`src/hdl/pic_pkg.sv`:
```
// ============================================================================
// pic_pkg: shared types and constants for the point-in-contour block
// Field widths, command and register codes, the CORDIC arctangent table and
// the structs that carry beats and pipeline stages between modules.
// ============================================================================
package pic_pkg;

    // Field widths fixed by the interface.
    localparam int COORD_W    = 20;
    localparam int DIFF_W     = COORD_W + 1;
    localparam int CNT_W      = 13;
    localparam int SUM_W      = 28;
    localparam int EDGE_W     = 12;
    localparam int THR_W      = 10;
    localparam int THR_FRAC_W = 8;
    localparam int CFG_DATA_W = 13;
    localparam int CFG_IDX_W  = 1;

    // CORDIC datapath: the difference vector is scaled up by GUARD_BITS
    // before rotation, and the angle accumulates in 2^-32 turn units.
    localparam int GUARD_BITS = 24;
    localparam int CORDIC_W   = 48;
    localparam int TURN_W     = 32;
    localparam int TABLE_LEN  = 24;

    localparam int MAX_VERTICES    = 4096;
    localparam int ANGLE_BITS_DEF  = 16;
    localparam int CORDIC_ITER_DEF = 16;

    localparam logic CMD_START  = 1'b0;
    localparam logic CMD_VERTEX = 1'b1;

    localparam logic [CFG_IDX_W-1:0] REG_STRIDE    = 1'b0;
    localparam logic [CFG_IDX_W-1:0] REG_THRESHOLD = 1'b1;

    localparam logic [CNT_W-1:0] STRIDE_RESET = 13'd1;
    localparam logic [THR_W-1:0] THR_RESET    = 10'd256;

    localparam logic [TURN_W-1:0] QUARTER_TURN = 32'h4000_0000;

    // atan(2^-i) in units of 2^-32 turn.
    localparam logic [TURN_W-1:0] ATAN_TURNS [TABLE_LEN] = '{
        32'h20000000, 32'h12E4051E, 32'h09FB385B, 32'h051111D4, 32'h028B0D43,
        32'h0145D7E1, 32'h00A2F61E, 32'h00517C55, 32'h0028BE53, 32'h00145F2F,
        32'h000A2F98, 32'h000517CC, 32'h00028BE6, 32'h000145F3, 32'h0000A2F9,
        32'h0000517D, 32'h000028BE, 32'h0000145F, 32'h00000A30, 32'h00000518,
        32'h0000028C, 32'h00000146, 32'h000000A3, 32'h00000051
    };

    typedef struct packed {
        logic                      command;
        logic signed [COORD_W-1:0] coord_x;
        logic signed [COORD_W-1:0] coord_y;
        logic [CNT_W-1:0]          vertex_count;
    } pic_in_t;

    typedef struct packed {
        logic                    inside_res;
        logic signed [SUM_W-1:0] winding_sum;
        logic [EDGE_W-1:0]       edges_summed;
    } pic_out_t;

    // What travels with each beat down the pipeline.
    typedef struct packed {
        logic valid;
        logic start;
        logic sample;
        logic first;
        logic emit;
        logic zero;
    } pic_tag_t;

    typedef struct packed {
        pic_tag_t                   tag;
        logic signed [CORDIC_W-1:0] x;
        logic signed [CORDIC_W-1:0] y;
        logic [TURN_W-1:0]          z;
    } pic_vec_t;

endpackage

```
`src/hdl/pic_cell.sv`:
```
// ============================================================================
// pic_cell: one CORDIC vectoring step
// Rotates the vector by +/- atan(2^-STAGE) toward the x axis, accumulates
// the angle, and passes the result to the next cell through a register.
// ============================================================================
module pic_cell
    import pic_pkg::*;
#(
    parameter int STAGE = 0
)
(
    input  logic     clk,
    input  logic     rst_n,
    input  logic     advance,
    input  pic_vec_t vec_in,
    output pic_vec_t vec_out
);

    localparam logic [TURN_W-1:0] ATAN_STEP = ATAN_TURNS[STAGE];

    logic signed [CORDIC_W-1:0] xs;
    logic signed [CORDIC_W-1:0] ys;
    pic_vec_t                   vec_reg, vec_next;

    always_comb
    begin
        xs       = $signed(vec_in.x) >>> STAGE;
        ys       = $signed(vec_in.y) >>> STAGE;
        vec_next = vec_in;
        if (!vec_in.y[CORDIC_W-1])
        begin
            vec_next.x = vec_in.x + ys;
            vec_next.y = vec_in.y - xs;
            vec_next.z = vec_in.z + ATAN_STEP;
        end
        else
        begin
            vec_next.x = vec_in.x - ys;
            vec_next.y = vec_in.y + xs;
            vec_next.z = vec_in.z - ATAN_STEP;
        end
    end

    always_ff @(posedge clk or negedge rst_n)
    begin
        if (!rst_n)
        begin
            vec_reg <= '0;
        end
        else if (advance)
        begin
            vec_reg <= vec_next;
        end
    end

    assign vec_out = vec_reg;

endmodule

```
`config.mk`:
```
export PLATFORM = sky130hd
export DESIGN_NAME = pic_cell
export DESIGN_NICKNAME = d
export VERILOG_FILES = /design/src/hdl/pic_pkg.sv /design/src/hdl/pic_cell.sv
export SDC_FILE = /design/constraint.sdc
export NUM_CORES = 1
export LEC_CHECK = 0
export BUFFER_PORTS_ARGS = -buffer_cell sky130_fd_sc_hd__buf_4
export CAP_MARGIN = 15
export CORE_MARGIN = 4
export CORE_UTILIZATION = 55
export DETAILED_ROUTE_END_ITERATION = 16
export GPL_ROUTABILITY_DRIVEN = 0
export PLACE_DENSITY = 0.8
export SYNTH_ARGS = -nofsm -noshare
export SYNTH_HDL_FRONTEND = slang
export SYNTH_SLANG_ARGS = --single-unit
```
`constraint.sdc`:
```
create_clock -name clk -period 2 [get_ports clk]
set_input_delay 0.2 -clock clk [delete_from_list [all_inputs] [get_ports clk]]
set_output_delay 0.2 -clock clk [all_outputs]
set_load 0.005 [all_outputs]
```
==> impl_metrics.toml, run 1 <==
[die]
die_x_um = 166
pin_count = 271
start_util_pct = 56.0
fp-row-count = 57
die_y_um = 166

[yosys]
synth_cells = 1744
netlist_area_um2 = 13600
synth_seq_area_share_pct = 24.4
synthTopCellsByArea = "dfrtp_1 (24%), ha_1 (14%), a21oi_1 (10%)"
postSynthNetCount = 2042
ys.flop_type = "dfrtp_1"
synth_edf_count = 0
synth_cell_types = 78
synth.top_cell.area_share_pct = 24.4
ys_warn_count = 0
synth_seq_cells = 133
yosysTopAreaCell = "dfrtp_1"
async_flop_share_pct = 100
avgSynthCellArea_um2 = 7.83

[clock_network]
htreeDepth = 4
numCtsBuffers = 17
cts_root_buffer = "clkbuf_16"
clkSinkCount = 133
clockBufferDepth = 2

[status]
failing_step = "5_1_grt"
toolErrorMsg = "[ERROR GRT-0116] Global routing finished with congestion. Check the congestion regions in the DRC Viewer."
status = "aborted with a tool error"

[global_routing]
grt_overflow_total = 88
grt_pass1_vias = 23800
grt_pass1_wl_um = 147000
grt_max_degree = 71
grt_usage_pct = 70.4

[placement]
dpl_worst_slack_ps = -1210
post_dp_cell_area_um2 = 20100
port-buffer-count = 270
dp_hpwl_um = 45000
## logic make-up after synthesis
family                     synth area share [%]
buffers and inverters                      6.97
and+or+nand+nor                            14.9
AOI/OAI and AO/OA                          26.8
adders and majority gates                  15.0
xor gates and xnor gates                   5.71
DFF                                        24.4
muxes                                      6.23
## routing by layer
layer | global-route usage [%] | overflow
met5 | 29.5 | 0
met4 | 70.4 | 45
met3 | 54.7 | 2
met2 | 88.6 | 39
met1 | 68.4 | 2
## per-stage QoR
| step | hold slack (ps) | instances |
|---|---|---|
| 3_5_place_dp | 181 | 2751 |
| 2_1_floorplan | -95.6 | 1744 |
| 3_3_place_gp | 185 | 2751 |
| 4_1_cts | 0.841 | 2854 |
## synth_stat cells, types with 5 or more instances
master,number
a2111oi_0,7
a211oi_1,17
a21boi_0,6
a21o_1,44
a21oi_1,275
a31o_2,7
a31oi_1,6
and2_1,8
and3_1,7
buf_1,16
buf_2,19
clkbuf_1,53
dfrtp_1,133
ha_1,157
inv_1,150
mux2_2,56
mux2i_1,22
nand2_1,74
nand2b_1,10
nand3_1,31
nand4_1,12
nor2_1,202
nor2b_1,15
nor3_1,39
nor4_1,13
o211ai_1,15
o21a_1,7
o21ai_0,92
o21ai_1,5
o21bai_1,38
o221ai_1,6
o22ai_1,5
o31ai_1,12
or3_1,12
xnor2_1,81
xor2_1,8
## repair_timing
action                                 in CTS
setup endpoints to repair                  82
buffers inserted                           59
endpoints found under the hold margin      66
hold buffers                               18
pin swaps                                 204
resized for setup                         345
==> inputs of run 2 (changes only) <==
- CORE_UTILIZATION: 55 -> 40
- PLACE_DENSITY: 0.8 -> default
- PLACE_DENSITY_LB_ADDON: default -> 0.15
==> run 2 against run 1 <==
Against the previous run: the flow now finishes, with violations (setup timing); synthesized cell count is the same; synthesized area is the same.
==> impl_metrics.toml, run 2 <==
[worst_setup_path]
cp_slowest_cell = "or3_4"
crit_chain = "buf_6 -> inv_4 -> ha_4 -> or2_4 -> or3_4 -> nor3_4 -> a211oi_2 -> buf_4 -> a211oi_4 -> and4bb_1 -> nor3_4 -> a21o_1 -> mux2i_1 -> xor2_1 -> mux2_4"
crit_path_max_incr_delay_ps = 400
criticalPathCategory = "in -> reg"
critPathCaptureType = "flop"
cpMostUsedCell = "nor3_4"
critPathRequiredTime_ps = 2340
cp-start-kind = "input port"
cp_max_fo = 3
worstPathArrival_ps = 3190

[yosys]
synth_cells = 1744
yosysTopAreaCell = "dfrtp_1"
synth.most_common_cell = "a21oi_1"
synth_edf_count = 0
avgSynthCellArea_um2 = 7.83
async_flop_share_pct = 100
synth_seq_cells = 133
synth_seq_area_share_pct = 24.4
ys.flop_type = "dfrtp_1"
synthTopCellsByArea = "dfrtp_1 (24%), ha_1 (14%), a21oi_1 (10%)"
ys_top_cells_by_count = "a21oi_1 (275), nor2_1 (202), ha_1 (157)"
ys_warn_count = 0
synth_cell_types = 78
synth.top_cell.area_share_pct = 24.4
postSynthNetCount = 2042
netlist_area_um2 = 13600

[timing]
worstMarginPinSlew_ps = 788
max_freq_mhz = 352
timing.final.crit_share_pct = 142
timing.slew.headroom_pct = 47.0
final_hold_viol_count = 0
setup_tns_ps = -31390
setup-violations-final = 78
drv_slew = 0
worst_slack_ps = -844
fin_crit_ps = 2840
rsz0062_at_grt = "true"
skew_ps = 0

[pwr]
cellPowerDensity_nw_per_um2 = 600
max-vdd-ir-drop_mv = 0.658
leakagePower_nw = 11.4

[global_routing]
grt_overflow_total = 0
antenna_found_initial = 0
grt_pass1_vias = 16700
grt_max_degree = 66
grt_usage_pct = 29.8
grt_pass1_wl_um = 88100

[detailed_routing]
drt_iter0_drc = 1482
vias = 16800
wl_per_cell_um = 19.3
vias_per_cell = 5.51
drcViolationCount = 0
firstDrtPassIters = 6
antenna_left = 0
wl_um = 59000

[die]
die_y_um = 193
die-area_um2 = 37100
start_util_pct = 40.6
coreArea_um2 = 33600
pin_count = 271
fp-row-count = 67
die_x_um = 193

[cells_and_area]
area_growth_pct = 76.5
utilization_pct = 71.7
final_common_cell = "buf_4"
drive_gt1_share_pct = 50.4
largest_reg_flops = 133
n_antenna_cell = 0
fin_cells = 3050
layout.nets = 2887
final_cell_mix = "buf_4 (799), a21oi_1 (199), nor2_1 (185)"
nFillCells = 2485

[placement]
dpl_worst_slack_ps = -1230
dp_hpwl_um = 44300
dp.cells = 2904
port-buffer-count = 270

[clock_network]
clockBufferDepth = 2
clock_latency_ps = 450
numCtsBuffers = 17
cts_tree = "built"
path_clk_slew_ps = 80
cts_root_buffer = "clkbuf_16"
clkSinkCount = 133
htreeDepth = 4

[job]
max_cap_viol_count = 0

[worst_hold_path]
hold_class = "in -> reg"

[status]
violations = "setup timing"
status = "finished with violations"
[run 2: cell counts after synthesis]
No cell type changed its count.
[run 2: metal layers]
metal  global-route usage (%)  wire (µm)  vias to the layer above
li1                         -          -                     7809
met1                     38.1      24000                     7993
met2                     49.7      28000                      816
met3                     5.64       4390                      197
met4                     11.9       2530                        0
met5                        0          0                        -
[run 2: stage by stage]
step / hold WS [ps] / area [µm²] / total power [mW]
after floorplan: -95.6 / 14200 / 6.36
final: 63.6 / 24100 / 14.4
after global routing: 67.1 / 24100 / 15.2
after CTS: 46.5 / 23100 / 13.9
after detailed placement: 107 / 20400 / 9.72
after global placement: 108 / 20400 / 9.64
[run 2: path summary, 6_finish.rpt]
kind                             start           end  slack (ps)  depth (start not counted)
max                         vec_in[46]  vec_out[122]        -840                         15
min                        vec_in[127]  vec_out[127]          60                          3
max reg2reg                vec_out[53]   vec_out[53]        1170                          1
min reg2reg                vec_out[30]   vec_out[30]         490                          2
max in group asynchronous        rst_n  vec_out[118]        1210                          3
min in group asynchronous        rst_n   vec_out[15]         200                          2
[run 2: area by class of cell]
cell class / instances / area (µm²) / share of cell area (%)
Timing Repair Buffer: 916 / 7400 / 30.7
Clock inverter: 13 / 161 / 0.670
Multi-Input combinational cell: 1366 / 11500 / 47.9
Tap cell: 448 / 561 / 2.33
Sequential cell: 133 / 3330 / 13.8
Clock buffer: 19 / 453 / 1.88
Inverter: 155 / 649 / 2.70
[run 2: timing repair]
action,4_1_cts,5_1_grt
endpoints found under the setup margin,78,81
setup buffers,56,42
resized for setup,275,177
hold endpoints to repair,149,0
hold buffers,36,0
pin swaps,161,152
[run 2: logic make-up (layout without fill, tap and decap cells)]
kind of cell | Yosys count | in the layout | synth area share [%]
AO/OA/AOI/OAI | 595 | 595 | 26.8
XOR/XNOR | 89 | 89 | 5.71
adder cells (fa/ha/maj) | 161 | 161 | 15.0
buffers and inverters | 245 | 1103 | 6.97
flip-flops | 133 | 133 | 24.4
multiplexers | 78 | 78 | 6.23
AND/OR/NAND/NOR | 443 | 443 | 14.9
[run 2: report_power, final]
| part | switching [mW] | internal [mW] | leakage [nW] |
|---|---|---|---|
| Sequential | 0.324 | 3.19 | 1.52 |
| Clock | 1.46 | 1.95 | 0.297 |
| Combinational | 3.63 | 3.90 | 9.60 |
| Total | 5.41 | 9.04 | 11.4 |
[run 2: worst max-delay path: cells and delay by family]
family	cells	cell delay, ps
AND/OR/NAND/NOR	5	1400
AO/OA/AOI/OAI	3	560
multiplexers	2	350
buffers and inverters	3	320
adder cells (fa/ha/maj)	1	200
XOR/XNOR	1	180
No activity file was read; power rests on OpenSTA's default activity.
