`src/hdl/pic_pkg.sv`:
```
// ============================================================================
// pic_pkg: shared types and constants for the point-in-contour block
// Field widths, command and register codes, the CORDIC arctangent table and
// the structs that carry beats and pipeline stages between modules.
// ============================================================================
package pic_pkg;

    // Field widths fixed by the interface.
    localparam int COORD_W    = 20;
    localparam int DIFF_W     = COORD_W + 1;
    localparam int CNT_W      = 13;
    localparam int SUM_W      = 28;
    localparam int EDGE_W     = 12;
    localparam int THR_W      = 10;
    localparam int THR_FRAC_W = 8;
    localparam int CFG_DATA_W = 13;
    localparam int CFG_IDX_W  = 1;

    // CORDIC datapath: the difference vector is scaled up by GUARD_BITS
    // before rotation, and the angle accumulates in 2^-32 turn units.
    localparam int GUARD_BITS = 24;
    localparam int CORDIC_W   = 48;
    localparam int TURN_W     = 32;
    localparam int TABLE_LEN  = 24;

    localparam int MAX_VERTICES    = 4096;
    localparam int ANGLE_BITS_DEF  = 16;
    localparam int CORDIC_ITER_DEF = 16;

    localparam logic CMD_START  = 1'b0;
    localparam logic CMD_VERTEX = 1'b1;

    localparam logic [CFG_IDX_W-1:0] REG_STRIDE    = 1'b0;
    localparam logic [CFG_IDX_W-1:0] REG_THRESHOLD = 1'b1;

    localparam logic [CNT_W-1:0] STRIDE_RESET = 13'd1;
    localparam logic [THR_W-1:0] THR_RESET    = 10'd256;

    localparam logic [TURN_W-1:0] QUARTER_TURN = 32'h4000_0000;

    // atan(2^-i) in units of 2^-32 turn.
    localparam logic [TURN_W-1:0] ATAN_TURNS [TABLE_LEN] = '{
        32'h20000000, 32'h12E4051E, 32'h09FB385B, 32'h051111D4, 32'h028B0D43,
        32'h0145D7E1, 32'h00A2F61E, 32'h00517C55, 32'h0028BE53, 32'h00145F2F,
        32'h000A2F98, 32'h000517CC, 32'h00028BE6, 32'h000145F3, 32'h0000A2F9,
        32'h0000517D, 32'h000028BE, 32'h0000145F, 32'h00000A30, 32'h00000518,
        32'h0000028C, 32'h00000146, 32'h000000A3, 32'h00000051
    };

    typedef struct packed {
        logic                      command;
        logic signed [COORD_W-1:0] coord_x;
        logic signed [COORD_W-1:0] coord_y;
        logic [CNT_W-1:0]          vertex_count;
    } pic_in_t;

    typedef struct packed {
        logic                    inside_res;
        logic signed [SUM_W-1:0] winding_sum;
        logic [EDGE_W-1:0]       edges_summed;
    } pic_out_t;

    // What travels with each beat down the pipeline.
    typedef struct packed {
        logic valid;
        logic start;
        logic sample;
        logic first;
        logic emit;
        logic zero;
    } pic_tag_t;

    typedef struct packed {
        pic_tag_t                   tag;
        logic signed [CORDIC_W-1:0] x;
        logic signed [CORDIC_W-1:0] y;
        logic [TURN_W-1:0]          z;
    } pic_vec_t;

endpackage

```
`src/hdl/pic_ctrl.sv`:
```
// ============================================================================
// pic_ctrl: contour sequencing at the input
// Holds the query point and the vertex counters, decides for each beat
// whether it is sampled, first or last, and forms the difference vector.
// ============================================================================
module pic_ctrl
    import pic_pkg::*;
(
    input  logic                     clk,
    input  logic                     rst_n,
    input  logic                     advance,
    input  logic                     accept,
    input  pic_in_t                  item,
    input  logic [CNT_W-1:0]         stride,
    output pic_tag_t                 tag,
    output logic signed [DIFF_W-1:0] dx,
    output logic signed [DIFF_W-1:0] dy
);

    logic signed [COORD_W-1:0] qx_reg, qx_next;
    logic signed [COORD_W-1:0] qy_reg, qy_next;
    logic [CNT_W-1:0]          exp_reg, exp_next;
    logic [CNT_W-1:0]          idx_reg, idx_next;
    logic [CNT_W-1:0]          phase_reg, phase_next;
    logic [CNT_W-1:0]          eff_reg, eff_next;
    pic_tag_t                  tag_reg, tag_next;
    logic signed [DIFF_W-1:0]  dx_reg, dx_next;
    logic signed [DIFF_W-1:0]  dy_reg, dy_next;
    logic [CNT_W-1:0]          cnt_clamp;
    logic [CNT_W-1:0]          idx_inc;
    logic [CNT_W-1:0]          phase_inc;
    logic                      active;

    always_comb
    begin
        cnt_clamp = (item.vertex_count > CNT_W'(MAX_VERTICES)) ?
                    CNT_W'(MAX_VERTICES) : item.vertex_count;
        active    = (idx_reg < exp_reg);
        idx_inc   = idx_reg + CNT_W'(1);
        phase_inc = phase_reg + CNT_W'(1);

        qx_next    = qx_reg;
        qy_next    = qy_reg;
        exp_next   = exp_reg;
        idx_next   = idx_reg;
        phase_next = phase_reg;
        eff_next   = eff_reg;
        tag_next   = '0;
        dx_next    = {item.coord_x[COORD_W-1], item.coord_x} - {qx_reg[COORD_W-1], qx_reg};
        dy_next    = {item.coord_y[COORD_W-1], item.coord_y} - {qy_reg[COORD_W-1], qy_reg};

        if (accept)
        begin
            case (item.command)
                CMD_START:
                begin
                    qx_next    = item.coord_x;
                    qy_next    = item.coord_y;
                    exp_next   = cnt_clamp;
                    idx_next   = '0;
                    phase_next = '0;
                    eff_next   = (stride == '0 || cnt_clamp < stride) ? CNT_W'(1) : stride;
                    tag_next.valid = 1'b1;
                    tag_next.start = 1'b1;
                    tag_next.emit  = (cnt_clamp == '0);
                end
                CMD_VERTEX:
                begin
                    // A vertex outside any contour is dropped here.
                    if (active)
                    begin
                        tag_next.valid  = 1'b1;
                        tag_next.sample = (phase_reg == '0);
                        tag_next.first  = (idx_reg == '0);
                        tag_next.emit   = (idx_inc == exp_reg);
                        idx_next        = idx_inc;
                        phase_next      = (phase_inc == eff_reg) ? '0 : phase_inc;
                    end
                end
                default:
                begin
                end
            endcase
        end
    end

    always_ff @(posedge clk or negedge rst_n)
    begin
        if (!rst_n)
        begin
            qx_reg    <= '0;
            qy_reg    <= '0;
            exp_reg   <= '0;
            idx_reg   <= '0;
            phase_reg <= '0;
            eff_reg   <= CNT_W'(1);
            tag_reg   <= '0;
            dx_reg    <= '0;
            dy_reg    <= '0;
        end
        else
        begin
            qx_reg    <= qx_next;
            qy_reg    <= qy_next;
            exp_reg   <= exp_next;
            idx_reg   <= idx_next;
            phase_reg <= phase_next;
            eff_reg   <= eff_next;
            if (advance)
            begin
                tag_reg <= tag_next;
                dx_reg  <= dx_next;
                dy_reg  <= dy_next;
            end
        end
    end

    assign tag = tag_reg;
    assign dx  = dx_reg;
    assign dy  = dy_reg;

    // An empty contour must report on its start beat.
    assert property (@(posedge clk) disable iff (!rst_n)
        (accept && item.command == CMD_START && item.vertex_count == '0)
        |=> (tag_reg.valid && tag_reg.emit))
        else $error("empty contour start did not request a result");

endmodule

```
`config.mk`:
```
export PLATFORM = sky130hd
export DESIGN_NAME = pic_ctrl
export DESIGN_NICKNAME = d
export VERILOG_FILES = /design/src/hdl/pic_pkg.sv /design/src/hdl/pic_ctrl.sv
export SDC_FILE = /design/constraint.sdc
export NUM_CORES = 1
export LEC_CHECK = 0
export BUFFER_PORTS_ARGS = -buffer_cell sky130_fd_sc_hd__buf_2
export CAP_MARGIN = 20
export CORE_ASPECT_RATIO = 0.75
export CORE_MARGIN = 2
export CORE_UTILIZATION = 60
export CTS_BUF_LIST = sky130_fd_sc_hd__clkbuf_8
export DETAILED_ROUTE_END_ITERATION = 10
export GPL_TIMING_DRIVEN = 0
export HOLD_SLACK_MARGIN = 0.02
export PLACE_DENSITY = 0.93
export SYNTH_ARGS = -nofsm -noshare
export SYNTH_HDL_FRONTEND = slang
export SYNTH_SLANG_ARGS = --single-unit
```
`constraint.sdc`:
```
create_clock -name clk -period 3.6 [get_ports clk]
set_input_delay 0.72 -clock clk [delete_from_list [all_inputs] [get_ports clk]]
set_output_delay 0.72 -clock clk [all_outputs]
set_load 0.01 [all_outputs]
```
* Word-level counts from Yosys, hierarchy flattened
Index checks and enable logic that the tools add are counted.
** Storage, ports and cells
- Bits in registers :: 139
- Bits in latches :: 0
- Memory bits (writable) :: 0
- Bits in read-only memories :: 0
- Memories kept :: 0
** Cells by class
- $add $sub $neg :: 4
- $mul :: 0
- Div/mod/pow operators :: 0
- Magnitude comparators :: 3
- Equal/unequal tests :: 3
- Shift-type cells :: 0
- Multiplexer cells :: 14
- Bitwise gates (word level) :: 1
- Reduce and logical (&&, ||, !) cells :: 7
** Operators by type and width (count)
- $mux W13 :: 5
- $logic_not A13 Y1 :: 4
- $pmux W13 S2 :: 2
- $sub A20 B20 Y21 :: 2
- $add A13 B1 Y13 const B :: 2
- $eq A13 B13 Y1 :: 2
- $lt A13 B13 Y1 :: 2
- $gt A13 B13 Y1 const B :: 1
- $mux W5 :: 1
- $pmux W1 S2 :: 2
- $reduce_and A2 Y1 :: 2
- $mux W3 :: 1
- $mux W1 :: 2
- $mux W2 :: 1
- $ne A2 B1 Y1 const B :: 1
- $logic_or A1 B1 Y1 :: 1
- $not A1 Y1 :: 1

* Depth between registers and ports, before layout
Gate-level depths: netlist of run 1.
- Depth in word-level cells :: 5
- Mapped depth :: 12
- Gate-level depth less buffers :: 10

* Worst setup path before layout of run 1
Ideal clock, no wire load.
- Path kind :: in2reg
- Start :: input item[12] (netlist bit)
- End :: register eff_reg[10]
- Library setup time :: 136 ps
- Arrival :: 3067 ps
- Required time :: 3464 ps
- Path slack :: 397 ps
- Stages on the path :: 11
- Buffers on the path :: 2
- Path through :: clkbuf_1 -> nor2b_1 -> ha_1 -> a21o_1 -> a21o_1 -> a21o_1 -> a21o_1 -> a211o_1 -> a2111oi_2 -> clkbuf_1 -> a21oi_1
** On the way
- Cells in the longest elaborated chain, start to end :: 5
** RTL lines
- start: declaration :: line pic_ctrl.sv:13 : input pic_in_t item,
- $gt A13 B13 Y1 :: line pic_ctrl.sv:36 : cnt_clamp = (item.vertex_count > CNT_W'(MAX_VERTICES)) ?
- $mux W13 :: line pic_ctrl.sv:36
- named net cnt_clamp[6] :: line pic_ctrl.sv:29 : logic [CNT_W-1:0] cnt_clamp;
- $lt A13 B13 Y1 :: line pic_ctrl.sv:62 : eff_next = (stride == '0 || cnt_clamp < stride) ? CNT_W'(1) : stride;
- $logic_or A1 B1 Y1 :: line pic_ctrl.sv:62
- $mux W13 :: line pic_ctrl.sv:62
- end signal: assignment :: line pic_ctrl.sv:108 : eff_reg <= eff_next;
- end: declaration :: line pic_ctrl.sv:25 : logic [CNT_W-1:0] eff_reg, eff_next;
The timed path passes the listed nets, and every way through them passes these cells.
A chain may end at the register's enable or synchronous reset.

* Final worst setup path of run 1
Same ends and word-level chain as after synthesis.

==> metrics.txt, run 1 <==
status=completed; Die W=146 µm; largest net degree at the start of global routing=81; final setup skew=0.0182 ns; Final GP Congestion=slightly above 0.9; average wire per standard cell=17.8 µm; Initial Utilization=approximately 62%; Seq/Total Area, Yosys=38.2%; clk slew on worst S/H paths=around 0.09 ns; # setup viols final=0; number of library cell types mapped by synthesis=72; core footprint=about 15000 µm²; Syn Inst Count=a little over 1000; worst hold path type=input pin to async pin; max frequency=295 MHz; Power Density=451 nW/µm²; GR Overflow Total=0; Mapped Nets=about 1200; Routed WL=24700 µm; IO Port Bufs=roughly 120; Total GRT Usage=31.1%; RSZ-0062 raised after global routing=no; Skew-Pair Late Insertion Delay=0.45 ns; DR vias/cell=6.05; Worst Path Max Fanout=10; Max Cap Viol=0; root buffer cell=clkbuf_8; H-tree Lvls=4; post-synthesis to final-layout area growth=13.5%; Setup crit end kind=flop; average size of a mapped cell=8.79 µm²; Final Critical Period=3.39 ns; Leak=4.94 nW; vias after detailed routing=8397; Nets=1315; Die Area=16200 µm²; Chip Height=111 µm; Arr. time, crit path=roughly 3.7 ns; critical path type=input pin to flop; YS warnings=0; Num CTS Buffers=17; relative slew slack=35.2%; Post-synth EDFFs=0; Tcrit/Tclk final=94.0%; register bit count reported by yosys=approximately 140; first-pass GRT wire length=just over 40000 µm; post-DP HPWL=18400 µm; Pre-Repair DR Iteration Count=8; number of antenna violations at the first check in global routing=1; Worst Path Required=3.92 ns; Main synth FF type=dfrtp_1; crit start category=input pin; fin. max-slew vios=0; Final Util=a little over two thirds; Rows=38; vias in the first global route=slightly above 8000; CTS max path bufs=2; share of layout cells above drive strength 1=16.3%; clock tree from TritonCTS=built; Antenna Nets Post-Route=0; setup_tns=0 ns; CTS sink count=139; Final Hold Fails=0; worst setup margin=0.215 ns; Peak VDD IR=0.324 mV; post-route DRC violation count=0; cell area after synthesis=9110 µm²; asr flop ratio synth=100%; worst setup slack after placement=-0.309 ns; initial drt markers=880; WHS=approximately 0.22 ns; worst-margin pin slew=between 0.9 and 1 ns; fillers=1171; # IOs=119
-- Yosys cell counts, drive strengths merged, types with 5 or more instances --
cell,n,area (µm²)
mux2,24,270
inv,94,353
nor3,18,100
clkbuf,38,145
nand4,15,109
o31ai,14,105
or3,8,50.1
o21ai,99,495
o311ai,7,68.8
and3,8,50.1
xor2,19,166
o21a,16,120
a31oi,13,81.3
nand2,130,488
a211oi,7,52.6
nor2,42,158
nor2b,28,175
buf,12,63.8
nand2b,5,31.3
ha,69,863
a21o,22,165
and2,5,31.3
o2111ai,5,43.8
nor4,14,93.8
a211o,7,61.3
nand3,21,105
a21oi,53,265
xnor2,35,307
or2,6,37.5
dfrtp,138,3450
or4,6,45.0
-- through the flow --
step                      total power, mW  cells  cell area [µm²]
after global routing                 4.93   1386            10300
after CTS                            4.65   1386            10300
after floorplan                      2.95   1037             9110
after detailed placement             3.47   1354             9980
after global placement               3.40   1353             9940
final                                4.67   1387            10300
-- power breakdown --
part	switching (mW)	total [mW]	internal [mW]
Combinational	0.867	1.52	0.649
Clock	0.597	1.19	0.590
Sequential	0.154	1.97	1.81
-- layer usage --
layer  global-route usage (%)  up-vias  wire, µm
met4                     7.51        0       315
met3                     6.42       35      2410
met1                     44.4     3999     10800
met2                     48.9      429     11200
met5                        0        -         0
li1                         -     3934         -
-- timing repair --
action                                  4_1_cts  5_1_grt
gates resized for setup                       0        2
endpoints found under the setup margin        0       10
buffers inserted                              0        0
hold buffers                                  0        0
-- cell usage in the layout (no fill, tap or decap), drive strengths merged, types with 4 or more instances in the layout --
cell	n
dfrtp	138
nand2	130
buf	129
inv	100
o21ai	99
ha	69
clkbuf	62
a21oi	53
nor2	42
xnor2	35
nor2b	28
mux2	24
a21o	22
nand3	21
xor2	19
nor3	18
o21a	16
nand4	15
o31ai	14
nor4	14
a31oi	13
and3	8
or3	8
a211oi	7
a211o	7
o311ai	7
or2	6
or4	6
nand2b	5
and2	5
o2111ai	5
o31a	4
nand4b	4
nor3b	4
a2111oi	4
-- area by class of cell --
class                   count  area (µm²)  area share, %
well taps                 200         250           2.42
inverters                  95         357           3.45
diodes                      1        2.50         0.0242
clock inverters             8        32.5          0.315
flip-flops and latches    139        3480           33.6
plain buffers              50         210           2.03
multi-input cells         753        5070           49.0
clock buffers              24         330           3.19
repair buffers            117         614           5.94
-- worst max-delay path, cell delays in order --
cell       delay [ns]
buf_2            0.13
clkbuf_1         0.37
nor2b_1          0.16
ha_1             0.32
a21o_1           0.18
a21o_1           0.17
a21o_1           0.17
a21o_1           0.17
a211o_1          0.30
a2111oi_2        0.59
clkbuf_2         0.35
a21oi_1          0.08
-- final timing paths --
path / cells after the start / end / start / slack, ns
worst max-delay path: 12 / eff_reg[10] / item[12] / 0.21
worst min-delay path: 1 / qx_reg[9] / rst_n / 0.22
worst max register to register: 8 / phase_reg[11] / idx_reg[1] / 0.30
worst min register to register: 1 / tag[3] / tag[3] / 0.48
max in group asynchronous: 2 / dy[1] / rst_n / 2.57
min in group clk: 1 / tag[3] / tag[3] / 0.48
-- logic make-up (layout without fill, tap and decap cells) --
kind of cell               after synthesis  after routing  share of synthesized area [%]
adders and majority gates               71             71                           9.91
AOI/OAI and AO/OA                      279            279                           19.6
and+or+nand+nor                        322            322                           17.6
DFF                                    139            139                           38.2
xor gates and xnor gates                54             54                           5.19
buffers and inverters                  145            294                           6.21
other                                    1              2                         0.0412
muxes                                   26             26                           3.19
No activity file was read; power rests on OpenSTA's default activity.
==> inputs of run 2 (changes only) <==
==> constraint.sdc (replaced) <==
create_clock -name clk -period 3.6 [get_ports clk]
set_input_delay 0.18 -clock clk [delete_from_list [all_inputs] [get_ports clk]]
set_output_delay 0.18 -clock clk [all_outputs]
set_load 0.01 [all_outputs]
==> metrics.txt, run 2 (synthesized netlist as in run 1, its figures left out) <==
status=completed; Leak=5.15 nW; GR Overflow Total=0; IO Port Bufs=roughly 120; clock tree from TritonCTS=built; CTS sink count=139; Peak VDD IR=0.329 mV; Rows=38; WHS=about 0.026 ns; number of antenna violations at the first check in global routing=1; vias after detailed routing=about 8800; average wire per standard cell=18.2 µm; post-DP HPWL=between 15000 and 20000 µm; Die W=approximately 150 µm; H-tree Lvls=4; Final GP Congestion=0.922; worst hold path type=input pin to flop; setup_tns=0 ns; commonest cells after routing, fill and taps aside=dfrtp_1 (138), nand2_1 (130), buf_2 (121); Total GRT Usage=32.6%; Chip Height=between 100 and 150 µm; post-synthesis to final-layout area growth=19.0%; post-route DRC violation count=0; crit start category=flop; Nets=1365; commonest non-fill, non-tap cell in the layout=dfrtp_1; Power Density=436 nW/µm²; # IOs=119; Routed WL=26100 µm; relative slew slack=33.8%; # setup viols final=0; Final Critical Period=3.36 ns; clk slew on worst S/H paths=0.07 ns; Skew-Pair Late Insertion Delay=~0.46 ns; Worst Path Max Fanout=10; Final Hold Fails=0; DR vias/cell=about 6.1; initial drt markers=about 850; final setup skew=~0.016 ns; Setup Buffers After CTS=0; cts repair resizes=0; Initial Utilization=62.2%; fin. max-slew vios=0; Antenna Nets Post-Route=0; Die Area=16200 µm²; Num CTS Buffers=17; max frequency=298 MHz; root buffer cell=clkbuf_8; first-pass GRT wire length=42800 µm; share of layout cells above drive strength 1=15.5%; CTS max path bufs=2; RSZ-0062 raised after global routing=no; critical path type=flop to flop; core footprint=14600 µm²; Final Util=74.0%; worst-margin pin slew=0.988 ns; Tcrit/Tclk final=93.3%; vias in the first global route=8687; Worst Path Required=3.96 ns; largest net degree at the start of global routing=81; Arr. time, crit path=approximately 3.7 ns; Setup crit end kind=flop; Pre-Repair DR Iteration Count=6; Max Cap Viol=0
## run 2: layer usage
layer | GRT usage (%) | part of all wire, %
met1 | 45.2 | 42
met2 | 52.1 | 46
met3 | 6.71 | 10
met4 | 9.77 | 2.2
met5 | 0 | 0
## run 2: area by class of cell
type	count	area (µm²)
plain buffers	50	209
flip-flops and latches	139	3480
well taps	200	250
fillers	1071	3800
inverters	95	357
repair buffers	167	1110
multi-input cells	753	5070
diodes	1	2.50
clock buffers	24	330
clock inverters	8	32.5
## run 2: per-stage QoR
step / cell area [µm²] / setup slack, ns / std cells / total power [mW]
final: 10800 / 0.243 / 1437 / 4.73
after global routing: 10800 / 0.0957 / 1437 / 4.98
after CTS: 10800 / 0.352 / 1436 / 4.69
after detailed placement: 9980 / 0.231 / 1354 / 3.47
after global placement: 9940 / 0.306 / 1353 / 3.40
after floorplan: 9110 / 0.937 / 1037 / 2.95
## run 2: path summary, 6_finish.rpt
check                      slack, ns  depth (start not counted)       endpoint       start
min reg2reg                     0.49                          2         dy[18]      dy[18]
max in group asynchronous       2.55                          3          dy[5]       rst_n
max reg2reg                     0.24                          8  phase_reg[11]  idx_reg[1]
max                             0.24                          8  phase_reg[11]  idx_reg[1]
min in group asynchronous       0.25                          2      qx_reg[9]       rst_n
min                             0.03                          3      qy_reg[4]    item[17]
## run 2: report_power, final
group          switching (mW)  total [mW]  internal (mW)  leakage (nW)
Sequential              0.159        1.97           1.81          1.75
Combinational           0.884        1.57          0.685          3.19
Clock                   0.600        1.19          0.589         0.212
## run 2: critical path, cell delays in order (launching register included)
cell	delay, ns
dfrtp_1	0.44
ha_1	0.30
nor2b_1	0.13
o2111a_1	0.23
o31ai_1	0.45
o21ai_1	0.39
nor3_2	0.86
nand2_1	0.20
o21ai_0	0.25
## run 2: repair_timing
action                                  CTS  global route
hold buffers                             50             0
hold endpoints to repair                107             0
endpoints found under the setup margin    0             0
