## src/hdl/pic_pkg.sv

```systemverilog
// ============================================================================
// pic_pkg: shared types and constants for the point-in-contour block
// Field widths, command and register codes, the CORDIC arctangent table and
// the structs that carry beats and pipeline stages between modules.
// ============================================================================
package pic_pkg;

    // Field widths fixed by the interface.
    localparam int COORD_W    = 20;
    localparam int DIFF_W     = COORD_W + 1;
    localparam int CNT_W      = 13;
    localparam int SUM_W      = 28;
    localparam int EDGE_W     = 12;
    localparam int THR_W      = 10;
    localparam int THR_FRAC_W = 8;
    localparam int CFG_DATA_W = 13;
    localparam int CFG_IDX_W  = 1;

    // CORDIC datapath: the difference vector is scaled up by GUARD_BITS
    // before rotation, and the angle accumulates in 2^-32 turn units.
    localparam int GUARD_BITS = 24;
    localparam int CORDIC_W   = 48;
    localparam int TURN_W     = 32;
    localparam int TABLE_LEN  = 24;

    localparam int MAX_VERTICES    = 4096;
    localparam int ANGLE_BITS_DEF  = 16;
    localparam int CORDIC_ITER_DEF = 16;

    localparam logic CMD_START  = 1'b0;
    localparam logic CMD_VERTEX = 1'b1;

    localparam logic [CFG_IDX_W-1:0] REG_STRIDE    = 1'b0;
    localparam logic [CFG_IDX_W-1:0] REG_THRESHOLD = 1'b1;

    localparam logic [CNT_W-1:0] STRIDE_RESET = 13'd1;
    localparam logic [THR_W-1:0] THR_RESET    = 10'd256;

    localparam logic [TURN_W-1:0] QUARTER_TURN = 32'h4000_0000;

    // atan(2^-i) in units of 2^-32 turn.
    localparam logic [TURN_W-1:0] ATAN_TURNS [TABLE_LEN] = '{
        32'h20000000, 32'h12E4051E, 32'h09FB385B, 32'h051111D4, 32'h028B0D43,
        32'h0145D7E1, 32'h00A2F61E, 32'h00517C55, 32'h0028BE53, 32'h00145F2F,
        32'h000A2F98, 32'h000517CC, 32'h00028BE6, 32'h000145F3, 32'h0000A2F9,
        32'h0000517D, 32'h000028BE, 32'h0000145F, 32'h00000A30, 32'h00000518,
        32'h0000028C, 32'h00000146, 32'h000000A3, 32'h00000051
    };

    typedef struct packed {
        logic                      command;
        logic signed [COORD_W-1:0] coord_x;
        logic signed [COORD_W-1:0] coord_y;
        logic [CNT_W-1:0]          vertex_count;
    } pic_in_t;

    typedef struct packed {
        logic                    inside_res;
        logic signed [SUM_W-1:0] winding_sum;
        logic [EDGE_W-1:0]       edges_summed;
    } pic_out_t;

    // What travels with each beat down the pipeline.
    typedef struct packed {
        logic valid;
        logic start;
        logic sample;
        logic first;
        logic emit;
        logic zero;
    } pic_tag_t;

    typedef struct packed {
        pic_tag_t                   tag;
        logic signed [CORDIC_W-1:0] x;
        logic signed [CORDIC_W-1:0] y;
        logic [TURN_W-1:0]          z;
    } pic_vec_t;

endpackage

```

## src/hdl/pic_accum.sv

```systemverilog
// ============================================================================
// pic_accum: angle rounding and winding accumulation
// Rounds the CORDIC angle to ANGLE_BITS, wraps the difference to the
// previous sample and adds it to the saturating winding sum.
// ============================================================================
module pic_accum
    import pic_pkg::*;
#(
    parameter int ANGLE_BITS = ANGLE_BITS_DEF
)
(
    input  logic                    clk,
    input  logic                    rst_n,
    input  logic                    advance,
    input  pic_vec_t                vec_in,
    output logic                    emit,
    output logic signed [SUM_W-1:0] sum,
    output logic [EDGE_W-1:0]       edges
);

    localparam int SUMX_W = SUM_W + 1;

    logic [TURN_W-1:0]         z_round;
    pic_tag_t                  rtag_reg;
    logic [ANGLE_BITS-1:0]     ang_reg, ang_next;
    logic [ANGLE_BITS-1:0]     prev_reg, prev_next;
    logic signed [SUM_W-1:0]   sum_reg, sum_next;
    logic [EDGE_W-1:0]         edge_reg, edge_next;
    logic                      emit_reg, emit_next;
    logic signed [ANGLE_BITS-1:0] diff;
    logic signed [SUMX_W-1:0]  sum_wide;

    // Round half up to ANGLE_BITS; a zero-length vector has angle zero.
    always_comb
    begin
        z_round  = vec_in.z + (TURN_W'(1) << (TURN_W - 1 - ANGLE_BITS));
        ang_next = vec_in.tag.zero ? '0 : z_round[TURN_W-1 -: ANGLE_BITS];
    end

    always_comb
    begin
        // Wrapping into the signed range makes an exact half turn negative.
        diff      = $signed(ang_reg - prev_reg);
        sum_wide  = $signed({sum_reg[SUM_W-1], sum_reg}) + SUMX_W'(diff);
        prev_next = prev_reg;
        sum_next  = sum_reg;
        edge_next = edge_reg;
        emit_next = rtag_reg.valid && rtag_reg.emit;

        if (rtag_reg.valid)
        begin
            if (rtag_reg.start)
            begin
                prev_next = '0;
                sum_next  = '0;
                edge_next = '0;
            end
            else if (rtag_reg.sample)
            begin
                prev_next = ang_reg;
                if (!rtag_reg.first)
                begin
                    if (sum_wide[SUM_W] != sum_wide[SUM_W-1])
                    begin
                        sum_next = sum_wide[SUM_W] ? {1'b1, {(SUM_W-1){1'b0}}}
                                                   : {1'b0, {(SUM_W-1){1'b1}}};
                    end
                    else
                    begin
                        sum_next = sum_wide[SUM_W-1:0];
                    end
                    if (edge_reg != '1)
                    begin
                        edge_next = edge_reg + EDGE_W'(1);
                    end
                end
            end
        end
    end

    always_ff @(posedge clk or negedge rst_n)
    begin
        if (!rst_n)
        begin
            rtag_reg <= '0;
            ang_reg  <= '0;
            prev_reg <= '0;
            sum_reg  <= '0;
            edge_reg <= '0;
            emit_reg <= 1'b0;
        end
        else if (advance)
        begin
            rtag_reg <= vec_in.tag;
            ang_reg  <= ang_next;
            prev_reg <= prev_next;
            sum_reg  <= sum_next;
            edge_reg <= edge_next;
            emit_reg <= emit_next;
        end
    end

    assign emit  = emit_reg;
    assign sum   = sum_reg;
    assign edges = edge_reg;

    // The edge count only steps by one or restarts from zero.
    assert property (@(posedge clk) disable iff (!rst_n)
        (edge_reg != $past(edge_reg))
        |-> (edge_reg == '0 || edge_reg == $past(edge_reg) + EDGE_W'(1)))
        else $error("edge count jumped");

endmodule

```

## config.mk

```make
export PLATFORM = sky130hd
export DESIGN_NAME = pic_accum
export DESIGN_NICKNAME = d
export VERILOG_FILES = /design/src/hdl/pic_pkg.sv /design/src/hdl/pic_accum.sv
export SDC_FILE = /design/constraint.sdc
export NUM_CORES = 1
export LEC_CHECK = 0
export ABC_AREA = 1
export BUFFER_PORTS_ARGS = -buffer_cell sky130_fd_sc_hd__buf_2
export CORE_ASPECT_RATIO = 2
export CORE_UTILIZATION = 49
export CTS_CLUSTER_SIZE = 24
export DETAILED_ROUTE_END_ITERATION = 12
export GPL_TIMING_DRIVEN = 0
export PLACE_DENSITY = 0.79
export SYNTH_ARGS = -nofsm -noshare
export SYNTH_HDL_FRONTEND = slang
export SYNTH_SLANG_ARGS = --single-unit
export TNS_END_PERCENT = 30
```

## constraint.sdc

```tcl
create_clock -name clk -period 3.6 [get_ports clk]
set_input_delay 0.72 -clock clk [delete_from_list [all_inputs] [get_ports clk]]
set_output_delay 0.72 -clock clk [all_outputs]
set_load 0.02 [all_outputs]
```

# --- Yosys cells after proc, flatten, opt, wreduce, memory -nomap -nowiden ---
# Index checks and enable logic that the tools add are counted.
totals:
  ff_bits: 78
  latch_bits: 0
  mem_bits_rw: 0
  rom_bits: 0
  input_bits: 137
  output_inout_bits: 41
  wordCells: 35
  n_memories: 0
op_classes:
  add_sub_neg: 4
  mul: 0
  n_div: 0
  magnitude_cmp: 0
  n_eq_ne: 3
  shifts: 0
  n_mux: 12
  n_bitwise: 0
  n_reduce_logical: 6
op_table:
  columns: ["op", "n"]
  rows:
  - ["$mux W28", 5]
  - ["$mux W12", 4]
  - ["$mux W16", 3]
  - ["$add A32 B16 Y32 const B", 1]
  - ["$add A28 B16 Y29", 1]
  - ["$sub A16 B16 Y16", 1]
  - ["$add A12 B1 Y12 const B", 1]
  - ["$ne A12 B12 Y1 const B", 1]
  - ["$reduce_and A5 Y1", 1]
  - ["$reduce_and A4 Y1", 1]
  - ["$reduce_bool A2 Y1", 2]
  - ["$reduce_and A3 Y1", 1]
  - ["$ne A2 B1 Y1 const B", 1]
  - ["$logic_and A1 B1 Y1", 1]
  - ["$ne A1 B1 Y1", 1]

# --- Logic depth before layout (Yosys ltp) ---
# Gate-level depths: netlist (run 1).
depth:
  word_depth: 7
  mapped_depth: 27

# --- Worst setup path after synthesis (run 1) ---
# OpenSTA, ideal clock, no wires.
synth_timing:
  path_type: "register to register"
  start: "register ang_reg[2]"
  end: "register sum_reg[22], in the netlist sum[22]"
  setup_ns: 0.116
  arrival_ns: 3.766
  t_required_ns: 3.484
  setup_slack_ns: -0.283
  stages_incl_launch_ff: 24
  synth_period_minus_slack_ns: 3.883
  cell_sequence: "dfrtp_1 -> ha_1 -> a21o_1 -> nor2_1 -> o211ai_1 -> nand3_1 -> nand2_1 -> a21oi_1 -> xor2_1 -> ha_1 -> nand2_2 -> inv_2 -> nand2_1 -> and2_1 -> nand2_1 -> a21oi_2 -> nand2_1 -> nand2_2 -> nand2_4 -> nand2_4 -> buf_4 -> nand3_2 -> nand2_1 -> nand2_1"
synth_between:
  elab_chain_cells: 7
synth_lines:
  columns: ["element", "line", "rtl"]
  rows:
  - ["start, declared", "pic_accum.sv:25", "logic [ANGLE_BITS-1:0] ang_reg, ang_next;"]
  - ["start signal, assigned", "pic_accum.sv:95", "ang_reg <= ang_next;"]
  - ["$sub A16 B16 Y16 (*)", "pic_accum.sv:43", "diff = $signed(ang_reg - prev_reg);"]
  - ["$add A28 B16 Y29 (*)", "pic_accum.sv:44", "sum_wide = $signed({sum_reg[SUM_W-1], sum_reg}) + SUMX_W'(diff);"]
  - ["$mux W28 or $ne A1 B1 Y1 (tied branches)", "pic_accum.sv:65, pic_accum.sv:63", null]
  - ["$mux W28 (*)", "pic_accum.sv:63", "if (sum_wide[SUM_W] != sum_wide[SUM_W-1])"]
  - ["$mux W28 (*)", "pic_accum.sv:61", "if (!rtag_reg.first)"]
  - ["$mux W28 (*)", "pic_accum.sv:58", "else if (rtag_reg.sample)"]
  - ["$mux W28 (*)", "pic_accum.sv:52", "if (rtag_reg.start)"]
  - ["end signal, assigned", "pic_accum.sv:97", "sum_reg <= sum_next;"]
  - ["end, declared", "pic_accum.sv:27", "logic signed [SUM_W-1:0] sum_reg, sum_next;"]
# Mark *: on every way between the ends. The rest lies on a longest branch, timed or not. The select of a mux whose other input is x is not followed.
# A chain may end at the register's enable or synchronous reset.

# --- Worst setup path after layout (run 1) ---
layout_timing:
  start: "register ang_reg[0]"
  end: "register sum_reg[6], in the netlist sum[6]"
# Same word-level chain as after synthesis.

==> out/metrics.yaml, run 1 <==
clock_network:
  clockBufferDepth: 2
  clk_pin_slew_ns: 0.07
  clk_latency_ns: 0.35
  clkSinkCount: 78
  cts_hold_buffers: 0
  cts_tree: "built"
  cts_buffers: 9
  cts_htree_levels: 3
  cts-root-buf: "clkbuf_16"
floorplan:
  dieArea_mm2: 0.01362
  core_area_mm2: 0.01270
  initial_utilization_pct: 50.66
  num_rows: 58
  io_pins: 178
  dieHeight_um: 164.1
  die_w_um: 83.03
cells_and_area:
  diodes: 0
  layout.cells.non_filler: 1206
  area_growth_pct: 29.35
  post-route-util_pct: 65.53
  largest_reg_flops: 28
  layout.nets: 1236
  drive_above_1_share_pct: 24.53
logic_synthesis:
  synth_top_family_by_area: "simple AND/OR/NAND/NOR gates"
  avgSynthCellArea_um2: 6.948
  synthTopCellsByArea: "dfrtp_1 30%, nand2_1 17%, ha_1 8.9%"
  seq_area_frac_synth_pct: 30.34
  synth_top_cell_by_area: "dfrtp_1"
  synth_mux_area_share_pct: 0
  ys_ff_latch: 78
  synth_cells: 926
  synth_common_cells: "299 x nand2_1, 121 x inv_1, 78 x dfrtp_1"
  yosys.cell_types.count: 42
  synth_top_flop_cell: "dfrtp_1"
  synth_compound_area_share_pct: 12.14
  yosysMostFrequentCell: "nand2_1"
  synth_xor_area_share_pct: 5.718
  synth-adder-area-share_pct: 9.568
  synth_edf_count: 0
  synth_async_sr_flop_share_pct: 100.0
  synth.top_cell.area_share_pct: 30.34
  synth_fp_nets: 1111
  synthSimpleGateAreaFrac_pct: 32.92
  synth_warnings: 0
  mappedNetlistArea_mm2: 0.006434
power_and_ir_drop:
  power_density_mw_per_mm2: 1260
  combPwrFrac_pct: 78.0
  seqPwrFrac_pct: 12.3
  p_sw_share_pct: 51.16
  p_leak_nw: 4.292
  switching_power_mw: 5.363
  power_frac_clock_pct: 9.8
  power_mw: 10.48
  peakVddDrop_mv: 1.381
  intPower_mw: 5.120
sta:
  slew_headroom_pct: 55.54
  fin_crit_sh_pct: 105.1
  rsz0062_at_grt: "yes"
  slew_violations: 0
  worstMarginPinSlew_ns: 0.6668
  fin_skew_ns: 0.01393
  setup_viol: 28
  final_hold_viol_count: 0
  max_freq_mhz: 264.2
  fin_ws_ns: -0.1851
  fin_crit_ns: 3.785
worst_setup_path:
  crit_family: "simple AND/OR/NAND/NOR gates"
  worstSetupEndpointType: "flop"
  cpMostUsedCell: "nand2_1"
  cp-startpoint: "ang_reg[0]"
  critPathArrivalTime_ns: 4.01
  cp_slowest_cell: "ha_1"
  startpoint_type: "flop"
  crit_path_cell_trace: "inv_1, ha_1, fa_2, o21ai_2, a21oi_2, o21ai_2, a21oi_1, xor2_1, ha_1, nand2_2, inv_1, nand2_1, nand2_2, nand2_1, nand2_2, a21oi_4, nand2_1, nand2_2, nand2_4, nand2_4, buf_8, nand3_2, nand2_1, nand2_1"
  critPathBufInv: 3
  rr_startpoint: "ang_reg[0]"
  critPathMaxStageDelay_ns: 0.38
  worstSetupPathType: "flop to flop"
  required_ns: 3.83
  cp_max_fo: 10
global_routing:
  use_met3_pct: 4.372
  antenna_found_initial: 0
  grt_overflow: 0
  gr-usage-all-layers_pct: 29.63
  use_met2_pct: 59.24
  grt_max_degree: 53
  grt_pass1_wl_mm: 31.39
  grt.busiest_layer: "met2"
  met1_usage_pct: 24.74
  grt_pass1_vias: 6802
route:
  detail_route.wirelength_mm: 20.06
  drc: 0
  wire_per_inst_um: 16.64
  vias: 6622
  viasPerCell: 5.491
  dr.pass1.iters: 5
  drt.antenna.violating_nets: 0
  drtIter0Drc: 317
placed_design:
  dp.cells: 1143
  dp_hpwl_mm: 14.54
  gp_congestion: 1.003
  port_buffers: 66
run_status:
  outcome: "complete, but fails checks"
  violations: "negative setup slack"
flow_run:
  maxCapViolations: 0
worst_hold_path:
  hp-class: "input pin to asynchronous set/reset pin"
cells by family (layout without fill, tap and decap cells):
| group | count (synthesis) | after routing |
|---|---|---|
| AOI/OAI and AO/OA | 129 | 129 |
| xor gates and xnor gates | 42 | 42 |
| adders and majority gates | 48 | 48 |
| buffers and inverters | 148 | 278 |
| DFF | 78 | 78 |
| and+or+nand+nor | 481 | 481 |
cell type report:
type | count | area [um2]
Clock inverter | 5 | 82.58
Clock buffer | 11 | 242.7
Inverter | 128 | 483.0
Buffer | 19 | 130.1
Multi-Input combinational cell | 700 | 4439
Tap cell | 150 | 187.7
Sequential cell | 78 | 1952
Fill cell | 1050 | 4378
Timing Repair Buffer | 115 | 804.5
layout by cell type (no fill, tap or decap), drive strengths merged:
cell type  count
nand2        308
inv          127
buf          122
nand3         82
dfrtp         78
nor2          58
o21ai         50
ha            46
a21oi         43
xor2          24
clkbuf        23
xnor2         18
nor3          15
o21bai        11
nand4         11
o31ai          9
a21o           6
clkinv         4
o211ai         3
a32o           3
o41ai          2
nand3b         2
and2           2
bufinv         2
fa             2
nor4           1
or2            1
o22ai          1
a31oi          1
nor3b          1
power by group through the flow:
stage          Combinational, mW  Sequential, mW  Clock, mW
3_5_place_dp                5.87            1.28          0
5_1_grt                     8.79            1.31       1.06
4_1_cts                     7.65            1.28       1.03
2_1_floorplan               4.33            1.41          0
3_3_place_gp                5.78            1.27          0
6_report                    8.17            1.29       1.03
per-stage QoR:
stage          instance area (um2)  TNS [ns]  hold slack [ns]  setup slack [ns]
2_1_floorplan                 6494   -0.8300           0.4244          -0.05299
3_3_place_gp                  7012    -21.68           0.4561           -0.8394
3_5_place_dp                  7042    -22.41           0.4831           -0.8743
4_1_cts                       8139    -4.100           0.3119           -0.1804
5_1_grt                       8322    -10.84           0.3284           -0.4287
6_report                      8322    -4.442           0.2988           -0.1851
metal layers:
layer | vias up | share of wire (%) | wire length (um)
li1 | 3239 | - | -
met1 | 3042 | 32 | 6507
met2 | 219 | 57 | 11350
met3 | 122 | 3.2 | 645
met4 | 0 | 7.8 | 1558
met5 | - | 0 | 0
worst paths after layout:
check                         endpoint  slack (ns)  cells past startpoint
max                             sum[6]       -0.19                     24
max in group asynchronous  rtag_reg[5]        2.70                      2
min in group clk                  emit        0.50                      2
min reg2reg                       emit        0.50                      2
max reg2reg                     sum[6]       -0.19                     24
min                            sum[23]        0.30                      1
repair_timing:
action,CTS,global route
pin swaps,37,41
resized for setup,87,34
setup endpoints to repair,28,28
setup buffers,41,7
gates cloned,2,0
Power figures use the tool's default switching activity.
==> inputs of run 2 (changes only) <==
--- a/config.mk
+++ b/config.mk
@@ -9,11 +9,10 @@
 export BUFFER_PORTS_ARGS = -buffer_cell sky130_fd_sc_hd__buf_2
 export CORE_ASPECT_RATIO = 2
 export CORE_UTILIZATION = 49
-export CTS_CLUSTER_SIZE = 24
+export CTS_CLUSTER_SIZE = 12
 export DETAILED_ROUTE_END_ITERATION = 12
 export GPL_TIMING_DRIVEN = 0
 export PLACE_DENSITY = 0.79
 export SYNTH_ARGS = -nofsm -noshare
 export SYNTH_HDL_FRONTEND = slang
 export SYNTH_SLANG_ARGS = --single-unit
-export TNS_END_PERCENT = 30
==> run 2 against run 1 <==
The run still ends with negative setup slack left. Global-route usage down 0.27 points. Setup slack worse by 0.12 ns. Sequential power about the same. Critical path depth unchanged. Cell area up 1.8%. Core utilization up 1.2 points. Die area unchanged. Critical endpoint is now sum[18].
==> out/metrics.yaml, run 2 (synthesis results as in run 1) <==
global_routing:
  grt_pass1_vias: 6747  # -0.81%
  grt_overflow: 0  # unchanged
  grt_pass1_wl_mm: 31.17  # -0.70%
  met1_usage_pct: 24.11  # -0.63 points
  use_met2_pct: 58.20  # -1.0 points
  use_met3_pct: 4.070  # -0.30 points
  grt.busiest_layer: "met2"
  gr-usage-all-layers_pct: 29.36  # -0.27 points
  antenna_found_initial: 0  # unchanged
  grt_max_degree: 60  # +13%
cells_and_area:
  drive_above_1_share_pct: 25.40  # +0.88 points
  diodes: 0  # unchanged
  nFillCells: 1036  # -1.3%
  layout.nets: 1235  # -0.081%
  final_common_cell: "nand2_1"
  largest_reg_flops: 28  # unchanged
  post-route-util_pct: 66.71  # +1.2 points
  area_growth_pct: 31.68
  most-common-layout-cells: "270 x nand2_1, 117 x inv_1, 78 x dfrtp_1, 67 x buf_2, 62 x nand3_1"
clock_network:
  cts_buffers: 9  # unchanged
  cts_hold_buffers: 0  # unchanged
  cts_tree: "built"
  cts_htree_levels: 3  # unchanged
  clk_pin_slew_ns: 0.07  # about the same
  clkSinkCount: 78  # unchanged
  clockBufferDepth: 2  # unchanged
  clk_latency_ns: 0.35  # about the same
  cts-root-buf: "clkbuf_16"
run_status:
  violations: "negative setup slack"
  outcome: "complete, but fails checks"
sta:
  setup_viol: 27  # -3.6%
  fin_crit_sh_pct: 108.6  # +3.4 points
  fin_skew_ns: 0.01115  # -0.002783 ns
  fin_ws_ns: -0.3087  # -0.1236 ns
  worstMarginPinSlew_ns: 0.6865  # +0.01965 ns
  final_hold_viol_count: 0  # unchanged
  fin_crit_ns: 3.909  # +0.1236 ns
  max_freq_mhz: 255.8  # -3.2%
  slew_headroom_pct: 54.23  # -1.3 points
  rsz0062_at_grt: "yes"
  slew_violations: 0  # unchanged
placed_design:
  dp_hpwl_mm: 14.62  # +0.54%
  gp_congestion: 1.000  # -0.33%
  dp_slack_ns: -0.8600  # +0.01429 ns
  port_buffers: 66  # unchanged
power_and_ir_drop:
  power_density_mw_per_mm2: 1274  # +1.2%
  peakVddDrop_mv: 1.039  # -25%
  seqPwrFrac_pct: 12.0  # -0.3 points
  intPower_mw: 5.176  # +1.1%
  p_leak_nw: 4.306  # +0.31%
  p_sw_share_pct: 52.06  # +0.90 points
  combPwrFrac_pct: 79.4  # +1.4 points
  power_frac_clock_pct: 8.5  # -1.3 points
  switching_power_mw: 5.620  # +4.8%
worst_setup_path:
  required_ns: 3.84  # about the same
  rr_startpoint: "prev_reg[1]"
  critPathArrivalTime_ns: 4.15  # +0.14 ns
  worstSetupEndpointType: "flop"
  worstSetupPathType: "flop to flop"
  startpoint_type: "flop"
  cp-startpoint: "prev_reg[1]"
  cp_max_fo: 5  # -5
route:
  dr.pass1.iters: 5  # unchanged
  drtIter0Drc: 540  # +70%
  detail_route.wirelength_mm: 21.21  # +5.7%
  drt.antenna.violating_nets: 0  # unchanged
  wire_per_inst_um: 17.60  # +5.8%
  drc: 0  # unchanged
  vias: 6801  # +2.7%
  viasPerCell: 5.644  # +2.8%
floorplan:
  core_area_mm2: 0.01270  # unchanged
  initial_utilization_pct: 50.66  # unchanged
  die_w_um: 83.03  # unchanged
  num_rows: 58  # unchanged
  io_pins: 178  # unchanged
  dieHeight_um: 164.1  # unchanged
  dieArea_mm2: 0.01362  # unchanged
worst_hold_path:
  hp-class: "input pin to asynchronous set/reset pin"
flow_run:
  maxCapViolations: 0  # unchanged
[run 2: cell type report]
type,instances,area [um2],area share [%]
Clock inverter,5,41.29,0.4874
Clock buffer,11,252.7,2.983
Sequential cell,78,1952,23.04
Inverter,128,488.0,5.760
Multi-Input combinational cell,701,4522,53.37
Buffer,20,150.1,1.772
Tap cell,150,187.7,2.215
Timing Repair Buffer,112,878.3,10.37
[run 2: worst paths after layout]
| check | slack (ns) | cells past startpoint | endpoint |
|---|---|---|---|
| max | -0.31 | 24 | sum[18] |
| min | 0.27 | 1 | sum[23] |
| max reg2reg | -0.31 | 24 | sum[18] |
| min reg2reg | 0.48 | 2 | rtag_reg[5] |
| max in group asynchronous | 2.72 | 2 | ang_reg[14] |
| min in group clk | 0.48 | 2 | rtag_reg[5] |
[run 2: worst max-delay path: stages, from the launching register on]
cell and delay, ns:
dfrtp_1 0.38, inv_1 0.10, ha_4 0.28, nand2_4 0.04, nor2_4 0.14, nor2_4 0.04, o211ai_1 0.15, buf_4 0.16
nand3_2 0.06, nand2_2 0.09, a21oi_4 0.07, xor2_4 0.19, buf_12 0.18, ha_4 0.31, nand2_4 0.07, buf_4 0.13
nor2_1 0.24, inv_1 0.10, nor2_1 0.23, nand4_1 0.13, nand3_1 0.23, xor2_1 0.21, nand3_1 0.14, nand2_1 0.09
nand2_1 0.05
[run 2: power by group through the flow]
stage	clock network, mW	registers [mW]	logic (mW)
finish	0.921	1.30	8.58
floorplan	0	1.41	4.33
global placement	0	1.28	5.77
detailed placement	0	1.28	5.87
CTS	0.931	1.29	7.19
global route	0.959	1.32	9.15
[run 2: repair_timing]
action | CTS | global route
endpoints found under the setup margin | 28 | 28
gates cloned | 2 | 6
resized for setup | 76 | 54
pin swaps | 12 | 42
buffers inserted | 23 | 17
[run 2: routing by layer]
metal / part of all wire [%] / routed length [um]
met1: 32 / 6851
met2: 55 / 11720
met3: 3.6 / 761
met4: 8.8 / 1875
met5: 0 / 0
[run 2: stage by stage]
| stage | cells | cell area [um2] | hold WS (ns) | total power [mW] | setup TNS, ns |
|---|---|---|---|---|---|
| 6_report | 1205 | 8472 | 0.2697 | 10.80 | -5.822 |
| 5_1_grt | 1205 | 8472 | 0.2789 | 11.43 | -10.47 |
| 4_1_cts | 1183 | 7958 | 0.2755 | 9.410 | -2.878 |
| 3_5_place_dp | 1143 | 7042 | 0.4662 | 7.148 | -22.25 |
| 3_3_place_gp | 1142 | 7012 | 0.4556 | 7.047 | -21.54 |
| 2_1_floorplan | 926 | 6494 | 0.4244 | 5.742 | -0.8300 |
==> inputs of run 3 (changes only) <==
--- a/config.mk
+++ b/config.mk
@@ -13,6 +13,7 @@
 export DETAILED_ROUTE_END_ITERATION = 12
 export GPL_TIMING_DRIVEN = 0
 export PLACE_DENSITY = 0.79
+export SETUP_SLACK_MARGIN = 0.02
 export SYNTH_ARGS = -nofsm -noshare
 export SYNTH_HDL_FRONTEND = slang
 export SYNTH_SLANG_ARGS = --single-unit
==> run 3 against run 2 <==
The run still ends with negative setup slack left. Register-to-register slack better by 0.07 ns. First-iteration DRC count down 26%. Wire length down 2.1%. Largest power group unchanged. Clock skew down 0.00092 ns. Non-clock buffer count up 1. Global-route usage up 0.87 points. Clock power about the same. Sequential share of layout area up 0.058 points. Largest cell class unchanged. Sequential power about the same. Total power down 3.1%. Die area unchanged.
==> out/metrics.yaml, run 3 (synthesis results as in run 1) <==
power_and_ir_drop:
  power_mw: 10.46  # -3.1%
  power_density_mw_per_mm2: 1237  # -2.9%
  p_leak_nw: 4.305  # about the same
  peakVddDrop_mv: 0.9710  # -6.6%
floorplan:
  core_area_mm2: 0.01270  # unchanged
  dieHeight_um: 164.1  # unchanged
  io_pins: 178  # unchanged
  die_w_um: 83.03  # unchanged
  num_rows: 58  # unchanged
  initial_utilization_pct: 50.66  # unchanged
  dieArea_mm2: 0.01362  # unchanged
sta:
  fin_ws_ns: -0.2431  # +0.06562 ns
  final_hold_viol_count: 0  # unchanged
  slew_violations: 0  # unchanged
  setup_viol: 27  # unchanged
  max_freq_mhz: 260.2  # +1.7%
  worstMarginPinSlew_ns: 0.6936  # +0.007097 ns
  fin_skew_ns: 0.01022  # -0.0009223 ns
  fin_crit_ns: 3.843  # -0.06562 ns
  rsz0062_at_grt: "yes"
  slew_headroom_pct: 53.76  # -0.47 points
  fin_crit_sh_pct: 106.8  # -1.8 points
  timing.hold.ws_ns: 0.2682  # -0.001467 ns
route:
  wl_met2_mm: 11.58  # -1.2%
  drt.antenna.violating_nets: 0  # unchanged
  m1WireLength_mm: 6.689  # -2.4%
  detail_route.wirelength_mm: 20.76  # -2.1%
  drc: 0  # unchanged
  vias: 6745  # -0.82%
  viasPerCell: 5.593  # -0.91%
  dr_wl_met3_um: 695  # -8.7%
  highest_layer: "met4"
  dr.pass1.iters: 5  # unchanged
  drtIter0Drc: 402  # -26%
  wire_per_inst_um: 17.22  # -2.2%
placed_design:
  gp_congestion: 1.000  # unchanged
  dp_hpwl_mm: 14.62  # unchanged
  port_buffers: 66  # unchanged
  dp.cells: 1143  # unchanged
  dp_slack_ns: -0.8600  # unchanged
worst_setup_path:
  critPathArrivalTime_ns: 4.13  # -0.02 ns
  cp_max_fo: 5  # unchanged
  rr_startpoint: "prev_reg[2]"
  required_ns: 3.89  # +0.05 ns
  r2r_cells: 26  # +8.3%
  rrSetupSlack_ns: -0.24  # +0.07 ns
  startpoint_type: "flop"
  cp-startpoint: "prev_reg[2]"
  worstSetupEndpointType: "flop"
  worstReg2RegEnd: "sum[23]"
  worstSetupPathType: "flop to flop"
clock_network:
  cts_tree: "built"
  cts_htree_levels: 3  # unchanged
  clk_pin_slew_ns: 0.07  # about the same
  cts-root-buf: "clkbuf_16"
  cts_buffers: 9  # unchanged
  clk_latency_ns: 0.35  # about the same
  clkSinkCount: 78  # unchanged
  clockBufferDepth: 2  # unchanged
cells_and_area:
  most-common-layout-cells: "258 x nand2_1, 116 x inv_1, 78 x dfrtp_1, 67 x buf_2, 62 x nand3_1"
  layout.nets: 1236  # +0.081%
  largest_reg_flops: 28  # unchanged
  nFillCells: 1050  # +1.4%
  area_growth_pct: 31.35
  diodes: 0  # unchanged
  drive_above_1_share_pct: 26.42  # +1.0 points
  layout.cells.non_filler: 1206  # +0.083%
  final_common_cell: "nand2_1"
flow_run:
  maxCapViolations: 0  # unchanged
global_routing:
  grt_max_degree: 60  # unchanged
  grt_overflow: 0  # unchanged
  grt_pass1_vias: 6803  # +0.83%
  grt_pass1_wl_mm: 31.94  # +2.5%
  antenna_found_initial: 0  # unchanged
  gr-usage-all-layers_pct: 30.23  # +0.87 points
run_status:
  violations: "negative setup slack"
  outcome: "complete, but fails checks"
worst_hold_path:
  hp-class: "input pin to asynchronous set/reset pin"
==> run 3: metal layers <==
layer / GRT usage [%] / vias up
met5: 0 / -
met2: 60.32 / 233
met4: 26.57 / 0
li1: - / 3240
met1: 24.98 / 3159
met3: 4.271 / 113
==> run 3: area by class of cell <==
type	instances	area (um2)	area share [%]
Clock inverter	5	41.29	0.4886
Tap cell	150	187.7	2.221
Timing Repair Buffer	113	864.6	10.23
Clock buffer	11	252.7	2.991
Inverter	128	483.0	5.715
Sequential cell	78	1952	23.10
Buffer	20	146.4	1.732
Multi-Input combinational cell	701	4523	53.52
==> run 3: where the power goes <==
group | leakage (nW) | internal, mW | switching (mW)
combinational | 3.14 | 3.36 | 4.88
sequential | 1.02 | 1.08 | 0.219
clock | 0.139 | 0.512 | 0.407
==> run 3: repair_timing <==
action	CTS	global route
resized for setup	80	57
hold buffers	0	0
setup endpoints to repair	28	28
cloned	4	2
endpoints found under the hold margin	0	0
setup buffers	29	12
pin swaps	10	32
==> run 3: worst max path at each step <==
stage	end	slack [ns]	depth (start not counted)
2_1_floorplan	sum[22]	-0.05	24
4_1_cts	sum[23]	-0.19	25
6_report	sum[23]	-0.24	26
5_1_grt	sum[19]	-0.46	27
3_5_place_dp	sum[23]	-0.86	20
3_3_place_gp	sum[14]	-0.83	20
==> run 3: critical path, stage by stage (launching register included) <==
cell and delay, ns:
dfrtp_1 0.37, inv_2 0.08, ha_4 0.22, a21o_1 0.19, nor2_4 0.11, o211ai_1 0.08, buf_4 0.16, nand3_2 0.06
nand2_2 0.07, a21oi_4 0.18, xor2_4 0.25, clkbuf_16 0.20, buf_12 0.13, ha_4 0.21, a21o_1 0.19, nor2_2 0.13
nand2_2 0.08, a21oi_4 0.14, nand2_2 0.08, nand2_2 0.08, nand2_4 0.08, a21oi_4 0.19, buf_12 0.15, buf_12 0.11
buf_8 0.12, nand2_2 0.05, nand2_1 0.05
==> run 3: stage by stage <==
stage | instance area, um2 | TNS (ns) | util, %
after floorplan | 6494 | -0.8300 | -
after global placement | 7012 | -21.54 | 55.21
after detailed placement | 7042 | -22.25 | 55.45
after CTS | 8089 | -3.678 | 63.69
after global routing | 8451 | -11.17 | 66.54
final | 8451 | -5.041 | 66.54
